### config.mk
export PLATFORM = sky130hd
export DESIGN_NAME = running_mean_stdev_top
export DESIGN_NICKNAME = d
export VERILOG_FILES = /design/src/hw/rtl/rmsd_pkg.sv /design/src/hw/rtl/rmsd_div.sv /design/src/hw/rtl/rmsd_sqrt.sv /design/src/hw/rtl/rmsd_dp.sv /design/src/hw/rtl/rmsd_ctrl.sv /design/src/hw/rtl/running_mean_stdev_top.sv
export SDC_FILE = /design/constraint.sdc
export NUM_CORES = 2
export LEC_CHECK = 0
export ABC_AREA = 1
export BUFFER_PORTS_ARGS = -buffer_cell sky130_fd_sc_hd__buf_2
export CORE_MARGIN = 1.5
export CORE_UTILIZATION = 43
export CTS_CLUSTER_SIZE = 10
export DETAILED_ROUTE_END_ITERATION = 7
export GPL_TIMING_DRIVEN = 0
export SYNTH_ARGS = -nofsm -noshare
export SYNTH_HDL_FRONTEND = slang
export SYNTH_SLANG_ARGS = --single-unit
### constraint.sdc
create_clock -name i_clk -period 8.9 [get_ports i_clk]
set_input_delay 0.445 -clock i_clk [delete_from_list [all_inputs] [get_ports i_clk]]
set_output_delay 0.445 -clock i_clk [all_outputs]
set_load 0.005 [all_outputs]
### src/hw/rtl/rmsd_pkg.sv
// Shared widths, constants and controller/datapath bundles of the running mean/stdev block.
package rmsd_pkg;

    // Field and state widths
    localparam int SAMPLE_W = 24;             // sample and mean, signed fixed point
    localparam int N_W      = 16;             // sample counts
    localparam int MAG_W    = 24;             // |sample - mean|
    localparam int SQ_W     = 2 * MAG_W;      // squared deviation
    localparam int M2_W     = 64;             // sum of squared deviations
    localparam int ROOT_W   = M2_W / 2;       // integer square root of a 64-bit value
    localparam int STD_W    = 24;             // reported standard deviation
    localparam int STEP_W   = 6;              // sequencer step counter

    // Last step index of each iterative phase
    localparam logic [STEP_W-1:0] ITEM_DIV_LAST  = STEP_W'(SQ_W - 1);
    localparam logic [STEP_W-1:0] BATCH_DIV_LAST = STEP_W'(M2_W - 1);
    localparam logic [STEP_W-1:0] SQRT_LAST      = STEP_W'(ROOT_W - 1);

    // Register reset value and saturation limits
    localparam logic [N_W-1:0]   COUNT_RESET = N_W'(1000);
    localparam logic [STD_W-1:0] STD_MAX     = '1;

    // Commands from the controller to the datapath
    typedef struct packed {
        logic capture;        // take the incoming sample
        logic calc;           // deviation magnitude, sign and new count
        logic square;         // square the deviation, load the divider for the item
        logic div_step;       // one quotient bit on both divider lanes
        logic update;         // fold the quotients into mean and m2
        logic load_batch;     // load the divider with m2 for the batch result
        logic sqrt_load;      // load the root unit with m2 / n
        logic sqrt_step;      // one root bit
        logic emit;           // fill the output register and clear the batch state
    } t_dp_cmd;

    // Status from the datapath to the controller
    typedef struct packed {
        logic batch_done;     // updated count has reached the batch size
    } t_dp_sts;

endpackage

### src/hw/rtl/rmsd_div.sv
// Two-lane restoring divider by the running count, one quotient bit per step.
module rmsd_div (
    input  logic                          i_clk,
    input  logic                          i_load_item,
    input  logic                          i_load_batch,
    input  logic                          i_step,
    input  logic [rmsd_pkg::SQ_W-1:0]     i_item_sq,
    input  logic [rmsd_pkg::MAG_W-1:0]    i_item_mag,
    input  logic [rmsd_pkg::M2_W-1:0]     i_batch_m2,
    input  logic [rmsd_pkg::N_W-1:0]      i_divisor,
    output logic [rmsd_pkg::M2_W-1:0]     o_quot_a,
    output logic [rmsd_pkg::N_W-1:0]      o_rem_a,
    output logic [rmsd_pkg::MAG_W-1:0]    o_quot_b
);
    import rmsd_pkg::*;

    // Lane A: dividend left-aligned, quotient bits shift in at the bottom
    logic [M2_W-1:0]  r_a;
    logic [N_W-1:0]   r_ra;
    // Lane B: magnitude divided in step with lane A
    logic [SQ_W-1:0]  r_b;
    logic [N_W-1:0]   r_rb;

    logic [N_W:0]     w_ta;
    logic [N_W:0]     w_tb;
    logic [N_W:0]     w_div;
    logic             w_qa;
    logic             w_qb;

    // Trial subtraction on each lane
    always_comb begin
        w_div = {1'b0, i_divisor};
        w_ta  = {r_ra, r_a[M2_W-1]};
        w_tb  = {r_rb, r_b[SQ_W-1]};
        w_qa  = (w_ta >= w_div);
        w_qb  = (w_tb >= w_div);
    end

    always_ff @(posedge i_clk) begin
        if (i_load_item) begin
            r_a  <= {i_item_sq, {(M2_W - SQ_W){1'b0}}};
            r_b  <= {i_item_mag, {(SQ_W - MAG_W){1'b0}}};
            r_ra <= '0;
            r_rb <= '0;
        end else if (i_load_batch) begin
            r_a  <= i_batch_m2;
            r_b  <= '0;
            r_ra <= '0;
            r_rb <= '0;
        end else if (i_step) begin
            r_a  <= {r_a[M2_W-2:0], w_qa};
            r_b  <= {r_b[SQ_W-2:0], w_qb};
            r_ra <= w_qa ? N_W'(w_ta - w_div) : w_ta[N_W-1:0];
            r_rb <= w_qb ? N_W'(w_tb - w_div) : w_tb[N_W-1:0];
        end
    end

    // Lane B dividend was scaled up by its zero padding; the integer quotient
    // sits in the upper half, the lower half holds fraction bits
    assign o_quot_a = r_a;
    assign o_rem_a  = r_ra;
    assign o_quot_b = r_b[SQ_W-1:MAG_W];

endmodule

### src/hw/rtl/rmsd_sqrt.sv
// Digit-by-digit integer square root, one root bit per step.
module rmsd_sqrt (
    input  logic                          i_clk,
    input  logic                          i_load,
    input  logic                          i_step,
    input  logic [rmsd_pkg::M2_W-1:0]     i_value,
    output logic [rmsd_pkg::ROOT_W-1:0]   o_root
);
    import rmsd_pkg::*;

    localparam int REM_W = ROOT_W + 2;

    logic [M2_W-1:0]   r_val;
    logic [ROOT_W-1:0] r_root;
    logic [REM_W-1:0]  r_rem;

    logic [REM_W+1:0]  w_tmp;
    logic [REM_W+1:0]  w_trial;
    logic              w_fit;

    // Bring down two bits and test root*4+1
    always_comb begin
        w_tmp   = {r_rem, r_val[M2_W-1 -: 2]};
        w_trial = {2'b00, r_root, 2'b01};
        w_fit   = (w_tmp >= w_trial);
    end

    always_ff @(posedge i_clk) begin
        if (i_load) begin
            r_val  <= i_value;
            r_root <= '0;
            r_rem  <= '0;
        end else if (i_step) begin
            r_val  <= {r_val[M2_W-3:0], 2'b00};
            r_root <= {r_root[ROOT_W-2:0], w_fit};
            r_rem  <= w_fit ? REM_W'(w_tmp - w_trial) : w_tmp[REM_W-1:0];
        end
    end

    assign o_root = r_root;

endmodule

### src/hw/rtl/rmsd_dp.sv
// Datapath: batch state, count register, divider and root units, output register.
module rmsd_dp (
    input  logic                          i_clk,
    input  logic                          i_rst_n,
    input  rmsd_pkg::t_dp_cmd             i_cmd,
    output rmsd_pkg::t_dp_sts             o_sts,
    input  logic                          i_cfg_we,
    input  logic [rmsd_pkg::N_W-1:0]      i_cfg_data,
    input  logic [rmsd_pkg::SAMPLE_W-1:0] i_sample,
    output logic [rmsd_pkg::SAMPLE_W-1:0] o_mean_value,
    output logic [rmsd_pkg::STD_W-1:0]    o_std_deviation,
    output logic [rmsd_pkg::N_W-1:0]      o_batch_size
);
    import rmsd_pkg::*;

    // Configuration and batch state
    logic [N_W-1:0]      r_sample_count;
    logic [N_W-1:0]      r_seen;
    logic [SAMPLE_W-1:0] r_mean;
    logic [M2_W-1:0]     r_m2;

    // Per-item working registers
    logic [SAMPLE_W-1:0] r_sample;
    logic                r_neg;
    logic [MAG_W-1:0]    r_mag;
    logic [N_W-1:0]      r_n;
    logic [SQ_W-1:0]     r_d2;

    // Output register
    logic [SAMPLE_W-1:0] r_out_mean;
    logic [STD_W-1:0]    r_out_std;
    logic [N_W-1:0]      r_out_n;

    logic [SAMPLE_W:0]   w_diff;
    logic [SQ_W-1:0]     w_sq;
    logic [M2_W-1:0]     w_quot_a;
    logic [N_W-1:0]      w_rem_a;
    logic [MAG_W-1:0]    w_quot_b;
    logic [ROOT_W-1:0]   w_root;
    logic [SQ_W-1:0]     w_term;
    logic [M2_W:0]       w_sum;
    logic [M2_W-1:0]     n_m2;
    logic [SAMPLE_W+1:0] w_mean_ext;
    logic [SAMPLE_W+1:0] w_mean_new;
    logic [SAMPLE_W-1:0] n_mean;
    logic [N_W-1:0]      w_limit;
    logic [STD_W-1:0]    w_std;

    // Deviation and its square
    always_comb begin
        w_diff = {r_sample[SAMPLE_W-1], r_sample} - {r_mean[SAMPLE_W-1], r_mean};
        w_sq   = SQ_W'({{MAG_W{1'b0}}, r_mag} * {{MAG_W{1'b0}}, r_mag});
    end

    // m2 += d2 - ceil(d2 / n), saturating
    always_comb begin
        w_term = r_d2 - w_quot_a[SQ_W-1:0] - SQ_W'(|w_rem_a);
        w_sum  = {1'b0, r_m2} + {{(M2_W - SQ_W + 1){1'b0}}, w_term};
        n_m2   = w_sum[M2_W] ? '1 : w_sum[M2_W-1:0];
    end

    // mean += sign * (|diff| / n), clamped to the sample range
    always_comb begin
        w_mean_ext = {{2{r_mean[SAMPLE_W-1]}}, r_mean};
        w_mean_new = r_neg ? w_mean_ext - {2'b00, w_quot_b}
                           : w_mean_ext + {2'b00, w_quot_b};
        if (!w_mean_new[SAMPLE_W+1] && (w_mean_new[SAMPLE_W:SAMPLE_W-1] != 2'b00)) begin
            n_mean = {1'b0, {(SAMPLE_W-1){1'b1}}};
        end else if (w_mean_new[SAMPLE_W+1] &&
                     (w_mean_new[SAMPLE_W:SAMPLE_W-1] != 2'b11)) begin
            n_mean = {1'b1, {(SAMPLE_W-1){1'b0}}};
        end else begin
            n_mean = w_mean_new[SAMPLE_W-1:0];
        end
    end

    // Batch end test, a zero count acting as one; root saturated to STD_MAX
    always_comb begin
        w_limit          = (r_sample_count == '0) ? N_W'(1) : r_sample_count;
        o_sts.batch_done = (r_n >= w_limit);
        w_std            = (w_root > ROOT_W'(STD_MAX)) ? STD_MAX : w_root[STD_W-1:0];
    end

    // Count register
    always_ff @(posedge i_clk) begin
        if (!i_rst_n) begin
            r_sample_count <= COUNT_RESET;
        end else if (i_cfg_we) begin
            r_sample_count <= i_cfg_data;
        end
    end

    // Batch state
    always_ff @(posedge i_clk) begin
        if (!i_rst_n) begin
            r_seen <= '0;
            r_mean <= '0;
            r_m2   <= '0;
        end else if (i_cmd.emit) begin
            r_seen <= '0;
            r_mean <= '0;
            r_m2   <= '0;
        end else if (i_cmd.update) begin
            r_seen <= r_n;
            r_mean <= n_mean;
            r_m2   <= n_m2;
        end
    end

    // Per-item working registers
    always_ff @(posedge i_clk) begin
        if (i_cmd.capture) begin
            r_sample <= i_sample;
        end
        if (i_cmd.calc) begin
            r_neg <= w_diff[SAMPLE_W];
            r_mag <= w_diff[SAMPLE_W] ? MAG_W'(-w_diff) : w_diff[MAG_W-1:0];
            r_n   <= r_seen + N_W'(1);
        end
        if (i_cmd.square) begin
            r_d2 <= w_sq;
        end
    end

    // Output register
    always_ff @(posedge i_clk) begin
        if (i_cmd.emit) begin
            r_out_mean <= r_mean;
            r_out_std  <= w_std;
            r_out_n    <= r_n;
        end
    end

    rmsd_div u_div (
        .i_clk        (i_clk),
        .i_load_item  (i_cmd.square),
        .i_load_batch (i_cmd.load_batch),
        .i_step       (i_cmd.div_step),
        .i_item_sq    (w_sq),
        .i_item_mag   (r_mag),
        .i_batch_m2   (r_m2),
        .i_divisor    (r_n),
        .o_quot_a     (w_quot_a),
        .o_rem_a      (w_rem_a),
        .o_quot_b     (w_quot_b)
    );

    rmsd_sqrt u_sqrt (
        .i_clk   (i_clk),
        .i_load  (i_cmd.sqrt_load),
        .i_step  (i_cmd.sqrt_step),
        .i_value (w_quot_a),
        .o_root  (w_root)
    );

    assign o_mean_value    = r_out_mean;
    assign o_std_deviation = r_out_std;
    assign o_batch_size    = r_out_n;

endmodule

### src/hw/rtl/rmsd_ctrl.sv
// Controller: sequences one item through the datapath and hands off batch results.
module rmsd_ctrl (
    input  logic              i_clk,
    input  logic              i_rst_n,
    input  logic              i_in_valid,
    output logic              o_in_ready,
    output logic              o_out_valid,
    input  logic              i_out_ready,
    input  rmsd_pkg::t_dp_sts i_sts,
    output rmsd_pkg::t_dp_cmd o_cmd
);
    import rmsd_pkg::*;

    localparam logic [3:0] S_IDLE   = 4'd0;
    localparam logic [3:0] S_CALC   = 4'd1;
    localparam logic [3:0] S_SQUARE = 4'd2;
    localparam logic [3:0] S_DIV    = 4'd3;
    localparam logic [3:0] S_UPDATE = 4'd4;
    localparam logic [3:0] S_BLOAD  = 4'd5;
    localparam logic [3:0] S_BDIV   = 4'd6;
    localparam logic [3:0] S_RLOAD  = 4'd7;
    localparam logic [3:0] S_ROOT   = 4'd8;
    localparam logic [3:0] S_EMIT   = 4'd9;

    logic [3:0]        r_state;
    logic [3:0]        n_state;
    logic [STEP_W-1:0] r_cnt;
    logic [STEP_W-1:0] n_cnt;
    logic              r_out_valid;
    logic              n_out_valid;
    logic              w_out_free;

    assign w_out_free = !r_out_valid || i_out_ready;

    // Next state and commands
    always_comb begin
        n_state     = r_state;
        n_cnt       = r_cnt;
        o_cmd       = '0;
        o_in_ready  = 1'b0;
        n_out_valid = r_out_valid && !i_out_ready;
        unique case (r_state)
            S_IDLE: begin
                o_in_ready = 1'b1;
                if (i_in_valid) begin
                    o_cmd.capture = 1'b1;
                    n_state       = S_CALC;
                end
            end
            S_CALC: begin
                o_cmd.calc = 1'b1;
                n_state    = S_SQUARE;
            end
            S_SQUARE: begin
                o_cmd.square = 1'b1;
                n_cnt        = '0;
                n_state      = S_DIV;
            end
            S_DIV: begin
                o_cmd.div_step = 1'b1;
                n_cnt          = r_cnt + STEP_W'(1);
                if (r_cnt == ITEM_DIV_LAST) begin
                    n_state = S_UPDATE;
                end
            end
            S_UPDATE: begin
                o_cmd.update = 1'b1;
                n_state      = i_sts.batch_done ? S_BLOAD : S_IDLE;
            end
            S_BLOAD: begin
                o_cmd.load_batch = 1'b1;
                n_cnt            = '0;
                n_state          = S_BDIV;
            end
            S_BDIV: begin
                o_cmd.div_step = 1'b1;
                n_cnt          = r_cnt + STEP_W'(1);
                if (r_cnt == BATCH_DIV_LAST) begin
                    n_state = S_RLOAD;
                end
            end
            S_RLOAD: begin
                o_cmd.sqrt_load = 1'b1;
                n_cnt           = '0;
                n_state         = S_ROOT;
            end
            S_ROOT: begin
                o_cmd.sqrt_step = 1'b1;
                n_cnt           = r_cnt + STEP_W'(1);
                if (r_cnt == SQRT_LAST) begin
                    n_state = S_EMIT;
                end
            end
            S_EMIT: begin
                // wait for the output register to drain
                if (w_out_free) begin
                    o_cmd.emit  = 1'b1;
                    n_out_valid = 1'b1;
                    n_state     = S_IDLE;
                end
            end
            default: begin
                n_state = S_IDLE;
            end
        endcase
    end

    always_ff @(posedge i_clk) begin
        if (!i_rst_n) begin
            r_state     <= S_IDLE;
            r_cnt       <= '0;
            r_out_valid <= 1'b0;
        end else begin
            r_state     <= n_state;
            r_cnt       <= n_cnt;
            r_out_valid <= n_out_valid;
        end
    end

    assign o_out_valid = r_out_valid;

endmodule

### src/hw/rtl/running_mean_stdev_top.sv
// Top level of the running mean and standard deviation block.
//
// Usage:
//   Samples enter on the s_axis channel, one signed fixed-point value per item.
//   Each item updates a count, a running mean and a sum of squared deviations
//   (Welford update). When the count reaches the batch size held in the cfg
//   register, one result item leaves on the m_axis channel with the mean, the
//   population standard deviation and the number of samples, and the batch
//   state clears. The cfg channel is always ready; write it while idle.
// Sequencing:
//   An item is finished before the next can be accepted: the two divisions
//   by the running count share a bit-serial divider that runs 48 steps.
//   An item that closes a batch adds a 64-step division of the squared-deviation
//   sum and a 32-step square root.
// Reset: count register returns to 1000, batch state and output valid clear.
// Back-pressure: the result waits in the output register; new samples are
//   still taken, but the next result and any sample after it wait until it drains.
module running_mean_stdev_top (
    input  logic        i_clk,
    input  logic        i_rst_n,
    // sample in
    input  logic        i_s_axis_tvalid,
    output logic        o_s_axis_tready,
    input  logic [23:0] i_s_axis_tdata,   // [23:0] sample
    // result out
    output logic        o_m_axis_tvalid,
    input  logic        i_m_axis_tready,
    output logic [63:0] o_m_axis_tdata,   // [23:0] mean_value, [47:24] std_deviation,
                                          // [63:48] batch_size
    // batch size register
    input  logic        i_cfg_valid,
    output logic        o_cfg_ready,
    input  logic [15:0] i_cfg_data        // [15:0] sample_count
);
    import rmsd_pkg::*;

    t_dp_cmd             w_cmd;
    t_dp_sts             w_sts;
    logic [SAMPLE_W-1:0] w_mean;
    logic [STD_W-1:0]    w_std;
    logic [N_W-1:0]      w_size;

    assign o_cfg_ready = 1'b1;

    rmsd_ctrl u_ctrl (
        .i_clk       (i_clk),
        .i_rst_n     (i_rst_n),
        .i_in_valid  (i_s_axis_tvalid),
        .o_in_ready  (o_s_axis_tready),
        .o_out_valid (o_m_axis_tvalid),
        .i_out_ready (i_m_axis_tready),
        .i_sts       (w_sts),
        .o_cmd       (w_cmd)
    );

    rmsd_dp u_dp (
        .i_clk           (i_clk),
        .i_rst_n         (i_rst_n),
        .i_cmd           (w_cmd),
        .o_sts           (w_sts),
        .i_cfg_we        (i_cfg_valid),
        .i_cfg_data      (i_cfg_data),
        .i_sample        (i_s_axis_tdata),
        .o_mean_value    (w_mean),
        .o_std_deviation (w_std),
        .o_batch_size    (w_size)
    );

    // Result fields packed from the lowest bit up
    assign o_m_axis_tdata = {w_size, w_std, w_mean};

endmodule

==> qor.csv <==
metric;value;unit
outcome;finished, final reports clean;
Synth-to-Final Area Change;9.914;%
routed via count;49281;
DRC;0;
Max FO, Critical Path;10;
GPL Wtd Cong;0.9940;
Clock Sinks;581;
Initial Util;0.4324;
post-synthesis cell area;55920;um^2
Post-DRT Antenna Nets;0;
Vias/cell;5.190;
Die ar.;132200;um^2
Synth cell types;61;
Site Rows;132;
placed wire-length estimate;153800;um
total track usage;0.2835;
fill cell count;13016;
pin count of the biggest net entering global routing;57;
# resized after CTS;0;
vias in the first global route;48782;
fraction of final layout cells sized beyond drive strength 1;0.04282;
Die Ht;363.6;um
# setup viols final;0;
IO buf count;110;
max_cap viols;0;
1st-iter DRT viols;4151;
Final Cell Area;61470;um^2
most used cell, CP;fa_1;
Num CTS Buffers;74;
share of the yosys chip area belonging to registers;0.2638;
Fin Setup TNS;0;ns
register bit count reported by yosys;581;
synthesized instance count;7471;
Syn Area/Cell;7.485;um^2
final clock skew;0.06328;ns
drt pass-1 iters;8;
grt ovf;0;
final hold violations;0;
nets@finish;8627;
CTS tree;built;
number of buffer and inverter stages on the critical path;7;
Die X;363.6;um
worst-skew pair later-pin latency;0.68;ns
Longest Clk Path Bufs;3;
Synth Flop Type;edfxtp_1;
Max Freq;116.9;MHz
type of element capturing the critical path;register;
critical path class;reg -> reg;
Max-slew headroom;0.3439;
RSZ-0062 raised after global routing;false;
Clock transition at path regs;0.05;ns
initial antenna violation count;1;
Final Critical Period;8.553;ns
post-synthesis net count;8405;
drt wl/cell;19.60;um
Slew @ Worst Pin;0.9766;ns
Max Slew Vio Count;0;
first-pass GRT wire length;286300;um
worst endpoint data arrival time;9.08;ns
share of synthesized registers carrying an async set or reset;0;
IO Pins;112;
total length of routed wires;186100;um
Worst path top cell family by delay;adder cells;
synth warn;0;
Worst path max stage delay;0.71;ns
slowest CP cell;clkbuf_1;
worst setup margin;0.3472;ns
fin crit share;0.9610;
critical path required time;9.42;ns
clock root buffer;clkbuf_16;
Worst Setup Start Kind;register;
dpl ws;0.5152;ns
H-tree depth;3;
Hold Crit Class;in -> reg;
Post-synth EDFFs;312;
core footprint;129300;um^2
placed cell areas;58810;um^2
kinds of logic after synthesis:
kind of cell	after synthesis	share of synthesized area
other cells	2	0.0001343
simple gates	2887	0.2126
xor+xnor	248	0.03931
buf+inv	1778	0.1211
fa+ha+maj	889	0.2580
compound gates	1086	0.1050
flops	581	0.2638
cells in the final DEF, fill, tap and decap left out, drive strengths merged, types with 79 or more instances in the layout:
cell	instances
xnor2	87
a21oi	476
xor2	161
inv	1604
nand2	1788
dfxtp	269
edfxtp	312
o21ai	411
o22ai	79
ha	449
nor2	542
nand3	341
buf	153
clkbuf	262
nor3	96
fa	440
synth_stat cells, drive strengths merged, types with 3 or more instances:
library cell	n	area, um^2
nand2	1788	6756
inv	1598	6001
nor2	542	2105
a21oi	476	2431
ha	449	5618
fa	440	8808
o21ai	411	2068
nand3	341	1749
edfxtp	312	9369
dfxtp	269	5385
xor2	161	1429
clkbuf	142	534.3
nor3	96	495.5
xnor2	87	769.5
o22ai	79	494.2
nand4	58	362.9
buf	37	231.5
a31oi	26	162.7
o21bai	25	187.7
nor4	24	162.7
a21o	16	120.1
o211ai	16	120.1
o21a	16	120.1
and2	12	75.07
or2	11	68.82
nand3b	10	75.07
a21boi	7	52.55
a211oi	3	22.52
worst paths after layout:
path	startpoint	end	slack (ns)	cells after the start
setup reg to reg	u_dp.r_mag[21]	u_dp.u_div.o_quot_a[56]	0.35	25
hold / removal	i_cfg_data[5]	u_dp.r_sample_count[5]	0.05	3
setup / recovery	u_dp.r_mag[21]	u_dp.u_div.o_quot_a[56]	0.35	25
hold reg to reg	u_dp.u_div.r_b[1]	u_dp.u_div.r_b[2]	0.45	2
stage by stage:
step             util  hold WS, ns  cells
6_report       0.4753      0.05393   9496
5_1_grt        0.4753      0.07171   9495
2_1_floorplan       -       0.4231   7471
3_5_place_dp   0.4547       0.4401   9329
4_1_cts        0.4753      0.01922   9495
3_3_place_gp   0.4535       0.4443   9323
per-layer routing:
layer | part of all wire | GRT usage
met5 | 0.000070 | 0
met4 | 0.043 | 0.1122
met3 | 0.065 | 0.03682
met2 | 0.45 | 0.4603
met1 | 0.44 | 0.3830
repair_timing:
item	CTS	global route
buffers inserted	0	0
endpoints found under the hold margin	30	0
hold buffers	30	0
flip-flops by register name, indices dropped and copies added, names as in the netlist, 24 cells and up:
| name | cells |
|---|---|
| u_dp.u_sqrt.o_root | 32 |
| u_dp.u_sqrt.r_val | 64 |
| u_dp.r_d2 | 47 |
| u_dp.r_m2 | 64 |
| u_dp.o_std_deviation | 24 |
| u_dp.u_div.r_b | 48 |
| u_dp.r_mag | 24 |
| u_dp.o_mean_value | 24 |
| u_dp.u_div.o_quot_a | 64 |
| u_dp.u_sqrt.r_rem | 34 |
| u_dp.r_sample | 24 |
| u_dp.r_mean | 24 |
layout make-up:
| cell class | instances | area, um^2 | area share |
|---|---|---|---|
| diodes | 1 | 2.502 | 0.00004071 |
| inverters | 1599 | 6005 | 0.09769 |
| repair buffers | 146 | 970.9 | 0.01580 |
| well taps | 1742 | 2180 | 0.03546 |
| multi-input cells | 5112 | 34420 | 0.5600 |
| clock buffers | 120 | 2148 | 0.03495 |
| flip-flops and latches | 581 | 14750 | 0.2400 |
| plain buffers | 179 | 772.0 | 0.01256 |
| clock inverters | 16 | 210.2 | 0.003420 |
worst register-to-register path, stage by stage (launching register included):
cell	delay, ns
edfxtp_1	0.48
clkbuf_1	0.40
clkbuf_1	0.71
nand2_1	0.26
fa_1	0.61
inv_1	0.06
fa_1	0.49
inv_1	0.05
fa_1	0.49
fa_1	0.51
inv_1	0.05
fa_1	0.47
fa_1	0.55
inv_1	0.05
fa_1	0.53
inv_1	0.04
ha_1	0.39
a21oi_1	0.21
o21ai_0	0.23
a21oi_1	0.30
nor2_1	0.07
nor3_1	0.39
nand3_1	0.24
xor2_1	0.59
nand2_1	0.12
nand2_1	0.09
Power is left out: the tool's default activity adds up to more than one toggle a clock period on the data nets, which glitch-free logic cannot reach.
